**src/sv/dfp_pkg.sv**
```systemverilog
// Shared constants, the result type and a helper function of the decimal frame parser.
// Used by dfp_core and decimal_frame_parser; depends on nothing else.
package dfp_pkg;

    localparam int FRAC_DIGITS = 6;
    localparam int INT_WIDTH   = 32;

    localparam int FRAC_ACC_W  = $clog2(10 ** FRAC_DIGITS);
    localparam int FIDX_W      = $clog2(FRAC_DIGITS + 1);
    localparam int OUT_INT_W   = 32;
    localparam int OUT_FRAC_W  = 20;

    localparam logic [1:0] PH_IDLE = 2'd0;
    localparam logic [1:0] PH_INT  = 2'd1;
    localparam logic [1:0] PH_FRAC = 2'd2;

    localparam logic [7:0] RESYNC_BYTE = 8'hFF;
    localparam logic [7:0] ASCII_ZERO  = 8'd48;
    localparam logic [7:0] ASCII_NINE  = 8'd57;

    typedef struct packed {
        logic [OUT_INT_W-1:0]  int_part;
        logic [OUT_FRAC_W-1:0] frac_part;
        logic                  bad_digit;
        logic                  int_overflow;
    } t_result;

    // Weight of the fraction digit at position k, scaled to the full fraction width.
    // Positions at or beyond FRAC_DIGITS weigh nothing, so extra digits are dropped.
    function automatic logic [FRAC_ACC_W-1:0] frac_weight(input int k);
        logic [FRAC_ACC_W-1:0] w;
        w = FRAC_ACC_W'(1);
        for (int i = 0; i < FRAC_DIGITS; i++) begin
            if (i > k) begin
                w = FRAC_ACC_W'(w * FRAC_ACC_W'(10));
            end
        end
        if (k >= FRAC_DIGITS) begin
            w = '0;
        end
        return w;
    endfunction

endpackage

```
**src/sv/dfp_core.sv**
```systemverilog
// Parser state and combinational next-state update for one received word.
// Depends on dfp_pkg for widths, phase codes and the fraction weights.
module dfp_core
    import dfp_pkg::*;
(
    input  logic       i_clk,
    input  logic       i_rst_n,
    input  logic       i_fire,
    input  logic [7:0] i_byte,
    output logic       o_emit,
    output t_result    o_result
);

    logic [1:0]            r_phase,       n_phase;
    logic [6:0]            r_digits_left, n_digits_left;
    logic [INT_WIDTH-1:0]  r_frame_value, n_frame_value;
    logic [INT_WIDTH-1:0]  r_int_total,   n_int_total;
    logic [FRAC_ACC_W-1:0] r_frac_total,  n_frac_total;
    logic [FIDX_W-1:0]     r_frac_index,  n_frac_index;
    logic                  r_bad,         n_bad;
    logic                  r_ovf,         n_ovf;

    logic [FRAC_ACC_W-1:0] w_weight [FRAC_DIGITS+1];

    logic                   is_digit;
    logic [3:0]             digit;
    logic [INT_WIDTH+3:0]   frame_ext;
    logic [INT_WIDTH+3:0]   mac;
    logic                   mac_ovf;
    logic [INT_WIDTH-1:0]   mac_val;
    logic [INT_WIDTH:0]     total_sum;
    logic                   add_ovf;
    logic [FRAC_ACC_W-1:0]  frac_add;
    logic                   last_digit;
    logic [63:0]            int_ext;
    logic [63:0]            frac_ext;

    for (genvar k = 0; k <= FRAC_DIGITS; k++) begin : g_weight
        assign w_weight[k] = frac_weight(k);
    end

    always_comb begin
        is_digit   = (i_byte >= ASCII_ZERO) && (i_byte <= ASCII_NINE);
        digit      = is_digit ? 4'(i_byte - ASCII_ZERO) : 4'd0;
        frame_ext  = (INT_WIDTH+4)'(r_frame_value);
        mac        = (frame_ext << 3) + (frame_ext << 1) + (INT_WIDTH+4)'(digit);
        mac_ovf    = (mac[INT_WIDTH+3:INT_WIDTH] != 4'd0);
        mac_val    = mac_ovf ? {INT_WIDTH{1'b1}} : mac[INT_WIDTH-1:0];
        total_sum  = {1'b0, r_int_total} + {1'b0, mac_val};
        add_ovf    = total_sum[INT_WIDTH];
        frac_add   = r_frac_total
                   + FRAC_ACC_W'(w_weight[r_frac_index] * FRAC_ACC_W'(digit));
        last_digit = (r_digits_left == 7'd1);

        n_phase       = r_phase;
        n_digits_left = r_digits_left;
        n_frame_value = r_frame_value;
        n_int_total   = r_int_total;
        n_frac_total  = r_frac_total;
        n_frac_index  = r_frac_index;
        n_bad         = r_bad;
        n_ovf         = r_ovf;
        o_emit        = 1'b0;

        unique case (r_phase)
            PH_INT: begin
                n_bad         = r_bad | ~is_digit;
                n_ovf         = r_ovf | mac_ovf;
                n_frame_value = mac_val;
                n_digits_left = r_digits_left - 7'd1;
                if (last_digit) begin
                    n_int_total   = add_ovf ? {INT_WIDTH{1'b1}} : total_sum[INT_WIDTH-1:0];
                    n_ovf         = r_ovf | mac_ovf | add_ovf;
                    n_frame_value = '0;
                    n_phase       = PH_IDLE;
                end
            end
            PH_FRAC: begin
                n_bad         = r_bad | ~is_digit;
                n_frac_total  = frac_add;
                if (r_frac_index < FIDX_W'(FRAC_DIGITS)) begin
                    n_frac_index = r_frac_index + FIDX_W'(1);
                end
                n_digits_left = r_digits_left - 7'd1;
                if (last_digit) begin
                    o_emit = 1'b1;
                end
            end
            default: begin
                n_phase = PH_IDLE;
                if (i_byte != RESYNC_BYTE) begin
                    if (i_byte[7]) begin
                        if (i_byte[6:0] != 7'd0) begin
                            n_phase       = PH_INT;
                            n_digits_left = i_byte[6:0];
                            n_frame_value = '0;
                        end
                    end else begin
                        n_frac_total = '0;
                        n_frac_index = '0;
                        if (i_byte[6:0] == 7'd0) begin
                            o_emit = 1'b1;
                        end else begin
                            n_phase       = PH_FRAC;
                            n_digits_left = i_byte[6:0];
                        end
                    end
                end
            end
        endcase

        int_ext  = 64'(n_int_total);
        frac_ext = 64'(n_frac_total);
        o_result.int_part     = int_ext[OUT_INT_W-1:0];
        o_result.frac_part    = frac_ext[OUT_FRAC_W-1:0];
        o_result.bad_digit    = n_bad;
        o_result.int_overflow = n_ovf;

        if (o_emit) begin
            n_int_total   = '0;
            n_frac_total  = '0;
            n_frac_index  = '0;
            n_bad         = 1'b0;
            n_ovf         = 1'b0;
            n_phase       = PH_IDLE;
            n_digits_left = '0;
        end
    end

    always_ff @(posedge i_clk) begin
        if (!i_rst_n) begin
            r_phase       <= PH_IDLE;
            r_digits_left <= '0;
            r_frame_value <= '0;
            r_int_total   <= '0;
            r_frac_total  <= '0;
            r_frac_index  <= '0;
            r_bad         <= 1'b0;
            r_ovf         <= 1'b0;
        end else if (i_fire) begin
            r_phase       <= n_phase;
            r_digits_left <= n_digits_left;
            r_frame_value <= n_frame_value;
            r_int_total   <= n_int_total;
            r_frac_total  <= n_frac_total;
            r_frac_index  <= n_frac_index;
            r_bad         <= n_bad;
            r_ovf         <= n_ovf;
        end
    end

endmodule

```
**src/sv/decimal_frame_parser.sv**
```systemverilog
// Decimal frame parser: input word register, parser core, result register.
// A result is registered when the core takes the frame's last word.
// Throughput: one word per cycle; a word that ends a frame waits only while the
// result register is still held by a stalled consumer.
// Reset: synchronous, active low; the parser returns to idle with all totals cleared.
// Depends on dfp_pkg and dfp_core.
module decimal_frame_parser
    import dfp_pkg::*;
(
    input  logic                  i_clk,
    input  logic                  i_rst_n,
    input  logic                  i_valid,
    output logic                  o_stall,
    input  logic [7:0]            i_rx_byte,
    output logic                  o_valid,
    input  logic                  i_stall,
    output logic [OUT_INT_W-1:0]  o_int_part,
    output logic [OUT_FRAC_W-1:0] o_frac_part,
    output logic                  o_bad_digit,
    output logic                  o_int_overflow
);

    logic       r_in_valid;
    logic [7:0] r_in_byte;
    logic       r_out_valid;
    t_result    r_out;

    logic       core_emit;
    t_result    core_result;
    logic       out_free;
    logic       fire;
    logic       in_accept;

    dfp_core u_core (
        .i_clk    (i_clk),
        .i_rst_n  (i_rst_n),
        .i_fire   (fire),
        .i_byte   (r_in_byte),
        .o_emit   (core_emit),
        .o_result (core_result)
    );

    assign out_free  = !r_out_valid || !i_stall;
    assign fire      = r_in_valid && (!core_emit || out_free);
    assign o_stall   = r_in_valid && !fire;
    assign in_accept = i_valid && !o_stall;

    always_ff @(posedge i_clk) begin
        if (!i_rst_n) begin
            r_in_valid <= 1'b0;
        end else if (in_accept) begin
            r_in_valid <= 1'b1;
        end else if (fire) begin
            r_in_valid <= 1'b0;
        end
    end

    always_ff @(posedge i_clk) begin
        if (in_accept) begin
            r_in_byte <= i_rx_byte;
        end
    end

    always_ff @(posedge i_clk) begin
        if (!i_rst_n) begin
            r_out_valid <= 1'b0;
        end else if (fire && core_emit) begin
            r_out_valid <= 1'b1;
        end else if (!i_stall) begin
            r_out_valid <= 1'b0;
        end
    end

    always_ff @(posedge i_clk) begin
        if (fire && core_emit) begin
            r_out <= core_result;
        end
    end

    assign o_valid        = r_out_valid;
    assign o_int_part     = r_out.int_part;
    assign o_frac_part    = r_out.frac_part;
    assign o_bad_digit    = r_out.bad_digit;
    assign o_int_overflow = r_out.int_overflow;

endmodule
```
**config.mk**
```make
export PLATFORM = sky130hd
export DESIGN_NAME = decimal_frame_parser
export DESIGN_NICKNAME = d
export VERILOG_FILES = /design/src/sv/dfp_pkg.sv /design/src/sv/dfp_core.sv /design/src/sv/decimal_frame_parser.sv
export SDC_FILE = /design/constraint.sdc
export NUM_CORES = 1
export LEC_CHECK = 0
export BUFFER_PORTS_ARGS = -buffer_cell sky130_fd_sc_hd__buf_2
export CAP_MARGIN = 20
export CORE_ASPECT_RATIO = 0.7
export CORE_MARGIN = 2
export CORE_UTILIZATION = 40
export DETAILED_ROUTE_END_ITERATION = 12
export GPL_TIMING_DRIVEN = 1
export REMOVE_ABC_BUFFERS = 1
export SLEW_MARGIN = 25
export SYNTH_ARGS = -nofsm -noshare
export SYNTH_HDL_FRONTEND = slang
export SYNTH_HIERARCHICAL = 1
export SYNTH_SLANG_ARGS = --single-unit
```
**constraint.sdc**
```tcl
create_clock -name i_clk -period 7.35 [get_ports i_clk]
set_clock_uncertainty 0.15 [all_clocks]
set_input_delay 0.735 -clock i_clk [delete_from_list [all_inputs] [get_ports i_clk]]
set_output_delay 0.735 -clock i_clk [all_outputs]
set_load 0.1 [all_outputs]
```
### Yosys cells after proc, flatten, opt, wreduce, memory -nomap -nowiden

Memory sizes are Yosys's and may differ from the RTL's.
Index checks and enable logic that the tools add are counted.

* register bits: 162
* ROM bits: 160
* input port bits: 12
* output and inout bits: 56
* logic and storage cells: 121
* memories: 1

* $add $sub $neg: 7
* multiply operators: 1
* magnitude comparators: 4
* equality and inequality tests: 12
* muxes and demuxes: 49
* bitwise operators: 6
* reductions and logical operators: 26

Memories
* (name not given): depth 8, bits a word 20, read ports 1, clocked after Yosys merged registers in 0, write ports 0, RTL line dfp_core.sv:52 `+ FRAC_ACC_W'(w_weight[r_frac_index] * FRAC_ACC_W'(digit));`

Operators by type and width (number)
* 32-bit 2-to-1 mux: 9
* 20-bit 2-to-1 mux: 5
* 32-bit case mux with 2 select lines: 1
* 7-bit 2-to-1 mux: 6
* 20-bit case mux with 2 select lines: 1
* 35-bit by 33-bit adder with 36-bit output: 1
* 36-bit by 4-bit adder with 36-bit output: 1
* 32-bit by 32-bit adder with 33-bit output: 1
* 20-bit adder: 1
* 20-bit by 4-bit multiplier with 20-bit output: 1
* 1-bit 2-to-1 mux: 14
* 3-bit 2-to-1 mux: 4
* 2-bit 2-to-1 mux: 5
* 5-bit AND reduction: 2
* 8-bit by 6-bit greater-or-equal comparator with 1-bit output (second input constant): 1
* 8-bit by 6-bit less-or-equal comparator with 1-bit output (second input constant): 1
* 8-bit != test (second input constant): 1
* 2-bit nonzero test: 4
* 7-bit by 1-bit == test with 1-bit output (second input constant): 1
* 7-bit logical NOT: 1
* 7-bit nonzero test: 1
* 7-bit by 1-bit subtractor with 7-bit output (second input constant): 1
* 3-bit by 2-bit != test with 1-bit output (second input constant): 2
* 3-bit case mux with 2 select lines: 1
* other kinds (25): 39

### Longest topological paths before layout

* word-level depth: 13
* depth in mapped cells: 31
* depth with buffers taken out: 28

### Modules after synthesis

The synthesis kept the hierarchy.

By module, submodules not included
* dfp_core: instances 1, cells an instance 1503, area each 11234.5 um^2, sequential area each 1961.9 um^2
* decimal_frame_parser: instances 1, cells an instance 73, area each 1956.9 um^2, sequential area each 1901.8 um^2

### Worst setup path after synthesis

Ideal clock, no wire load.

* kind: flip-flop to flip-flop
* start: register r_in_byte[1]
* end: register r_out, in the netlist o_int_part[27], data pin
* library setup time: 0.260 ns
* arrival time: 6.014 ns
* data required time: 6.940 ns
* setup slack: 0.926 ns
* cell stages (with the launch flop): 28
* path buffers: 4
* clock period less this slack: 6.424 ns
* cell sequence: edfxtp_1 o21ai_0 nor4b_1 and2_1 clkbuf_1 inv_1 fa_1 inv_1 ha_1 a211oi_1 o21ai_0 o2111ai_1 and3_1 o21ai_2 o2111ai_1 o2111a_1 buf_4 buf_4 nand2_1 ha_1 a2111o_1 o21ai_1 a21oi_1 a21oi_2 a21o_1 buf_2 o21ai_0 mux2_2

RTL lines
* start, declared: RTL line decimal_frame_parser.sv:24 `logic [7:0] r_in_byte;`
* start signal, assigned: RTL line decimal_frame_parser.sv:60 `r_in_byte <= i_rx_byte;`
* end signal, assigned: RTL line decimal_frame_parser.sv:76 `r_out <= core_result;`
* end, declared: RTL line decimal_frame_parser.sv:26 `t_result r_out;`

==> flow_metrics.env <==
export IMPL_r2r_cells=27
export IMPL_clk_latency_ps=440
export IMPL_yosysUniqueCellTypes=79
export IMPL_drc=0
export IMPL_min_period_over_period_pct=94.8
export IMPL_cp_end_kind="flop"
export IMPL_place_gp_congestion=0.933
export IMPL_synth_edff_count=62
export IMPL_worst_r2r_endpoint="o_int_part[29]$_DFFE_PP_"
export IMPL_ys_warn_count=6
export IMPL_fin_ws_ps=383
export IMPL_pre_cts_ws_ps=105
export IMPL_cts_buffers=17
export IMPL_grt_pass1_wl_um=60900
export IMPL_layout_cells_non_filler=2062
export IMPL_clock_sinks=162
export IMPL_synth_top_area_cell="dfxtp_1"
export IMPL_overflow=0
export IMPL_final_core_util_pct=45.4
export IMPL_max_slew_margin_pct=31.2
export IMPL_synthTopCellsByArea="dfxtp_1 (15%), edfxtp_1 (14%), ha_1 (13%), a21oi_1 (6.0%), fa_1 (5.8%)"
export IMPL_layout_min_cycle_time_ps=6970
export IMPL_rows=55
export IMPL_drive_gt1_share_pct=10.2
export IMPL_critPathLaunchType="flop"
export IMPL_dieHeight_um=156
export IMPL_vias=12000
export IMPL_core_um2=32400
export IMPL_route_final_wire_length_um=38100
export IMPL_critPathSlowestCell="fa_1"
export IMPL_h_tree_depth=4
export IMPL_wl_per_cell_um=18.5
export IMPL_timing_final_hold_violations=0
export IMPL_dp_hpwl_um=28400
export IMPL_crit_family="compound AO/OA/AOI/OAI gates"
export IMPL_report_final_slew_viol_count=0
export IMPL_async_flop_share_pct=0
export IMPL_fmax_mhz=144
export IMPL_grt_max_degree=75
export IMPL_placed_area_um2=14000
export IMPL_die_w_um=221
export IMPL_cts_buffer_depth=2
export IMPL_yosysSeqAreaShare_pct=29.3
export IMPL_antenna_found_initial=0
export IMPL_dp_cells=2028
export IMPL_antenna_left=0
export IMPL_firstDrtPassIters=6
export IMPL_final_area_um2=14700
export IMPL_run_status="finished, final reports clean"
export IMPL_max_vdd_ir_drop_uv=170
export IMPL_crit_fanout=33
export IMPL_avgViaCountPerCell=5.82
export IMPL_dieArea_um2=34500
export IMPL_drt_initial_drc_count=1176
export IMPL_min_path_cells=1
export IMPL_arrival_ps=6980
export IMPL_worst_pin_slew_ps=1020
export IMPL_synthesis_instances=1576
export IMPL_r2r_start="r_in_byte[2]$_DFFE_PP_"
export IMPL_synth_area_per_cell_um2=8.37
export IMPL_grt_use_total_pct=22.3
export IMPL_port_buffers=67
export IMPL_p_leak_nw=6.80
export IMPL_finalPower_mw=2.04
export IMPL_synth_area_um2=13200
export IMPL_crit_type="flop to flop"
export IMPL_synthFlopType="dfxtp_1"
export IMPL_whs_endpoint="r_in_byte[3]$_DFFE_PP_"
export IMPL_cts_root_buffer="clkbuf_16"
export IMPL_slowest_delay_ps=550
export IMPL_setup_viol=0
export IMPL_initial_core_util_pct=40.7
export IMPL_synth_top_area_share_pct=15.2
export IMPL_ctsHoldBuffers=0
export IMPL_grt_pass1_vias=10800
export IMPL_hold_path_class="input pin to flop"
export IMPL_min_from="i_rx_byte[3]"
export IMPL_n_antenna_cell=0
export IMPL_p_per_area_nw_per_um2=138
export IMPL_worstPathRequired_ps=7370
export IMPL_max_cap_viol_count=0
export IMPL_setup_tns_ps=0
export IMPL_timing_reg2reg_setup_slack_ps=380
export IMPL_final_nets=1812
export IMPL_whs_ps=316
export IMPL_cts_tree="built"
export IMPL_cp_num_buf_inv=5
export IMPL_clk_pin_slew_ps=70
export IMPL_io_pins=68
export IMPL_syn_to_final_growth_pct=11.6
export IMPL_ys_ff_latch=162
==> timing repair <==
action / 4_1_cts / 5_1_grt
gates resized for setup: 0 / 10
endpoints found under the setup margin: 0 / 66
hold endpoints to repair: 0 / 0
setup buffers: 0 / 2
==> worst max path at each step <==
stage	startpoint	end	slack [ps]	cells past startpoint
finish	r_in_byte[2]$_DFFE_PP_	o_int_part[29]$_DFFE_PP_	380	27
global route	r_in_byte[2]$_DFFE_PP_	o_int_part[29]$_DFFE_PP_	-20	27
CTS	r_in_byte[1]$_DFFE_PP_	o_int_part[29]$_DFFE_PP_	60	27
detailed placement	r_in_byte[1]$_DFFE_PP_	o_int_part[29]$_DFFE_PP_	100	27
global placement	r_in_byte[1]$_DFFE_PP_	o_int_part[29]$_DFFE_PP_	130	27
floorplan	r_in_byte[1]$_DFFE_PP_	u_core/r_int_total[0]$_SDFFE_PN0P_	-400	25
==> routing by layer <==
layer	track usage, %	vias up	part of all wire [%]
met2	29.2	426	38
met1	36.7	5763	53
met5	0	-	0
li1	-	5786	-
met4	4.09	0	0.83
met3	4.16	19	8.4
==> sequential cells by signal (all words and copies together) (netlist names) <==
name,flops
u_core/r_digits_left,7
u_core/r_frac_index,3
u_core/r_frac_total,20
u_core/r_ovf,1
r_in_byte,8
u_core/r_int_total,32
u_core/r_frame_value,32
r_in_valid,1
o_int_part,32
u_core/r_phase,2
o_frac_part,20
u_core/r_bad,1
o_bad_digit,1
o_int_overflow,1
o_valid,1
==> power breakdown <==
group / leakage, nW / internal [mW] / switching, mW
sequential: 1.47 / 0.935 / 0.00898
combinational: 5.02 / 0.0396 / 0.0881
clock: 0.303 / 0.572 / 0.397
==> cells in the mapped netlist, types with 7 or more instances <==
library cell  count
and2_1            8
nor2b_1          29
a211oi_1         18
a21oi_1         159
o2111ai_1         7
edfxtp_1         62
clkbuf_1         49
a21o_1           39
and3_1           16
o211ai_1          7
a311oi_1         27
nand2_1         195
buf_2            17
a22o_1           18
inv_1            95
nor3_1           32
o21a_1           12
xnor2_1          34
ha_1            140
o21ai_1           9
xor2_1           31
o21ai_0          86
nor2_1          126
nand2b_1         25
fa_1             38
dfxtp_1         100
o21bai_1         10
nand4_1          19
nand3_1          25
or3_1            11
a31oi_1          23
==> area by class of cell <==
class | count | area, um2
fill | 3164 | 17700
multi-input combinational | 1246 | 8760
sequential | 162 | 3860
timing repair buffer | 97 | 586
tap | 427 | 534
clock buffer | 20 | 437
inverter | 98 | 368
clock inverter | 12 | 179
==> cell families (layout without fill, tap and decap cells) <==
logic type,count (synthesis),after routing,synth area share (%)
simple gates,523,523,18.8
compound gates,478,478,23.3
flops,162,162,29.3
mux,2,2,0.161
xor+xnor,65,65,4.32
fa+ha+maj,178,178,19.0
buf+inv,168,227,5.03
==> worst reg2reg max path: cells and delay by family, from the launching register on <==
kind | cells | cell delay (ps)
AOI/OAI and AO/OA | 14 | 3120
adders and majority gates | 3 | 1240
and+or+nand+nor | 5 | 1120
buffers and inverters | 5 | 630
DFF | 1 | 450
==> layout by cell type (no fill, tap or decap), types with 28 or more instances in the layout <==
cell	synthesis	routed
edfxtp_1	62	62
nand2_1	195	194
nor2b_1	29	29
dfxtp_1	100	100
nor3_1	32	32
a21oi_1	159	158
fa_1	38	38
nor2_1	126	123
ha_1	140	140
inv_1	95	94
buf_4	3	28
buf_2	17	67
xnor2_1	34	34
o21ai_0	86	84
a21o_1	39	39
xor2_1	31	31
(Power assumes the default switching activity.)
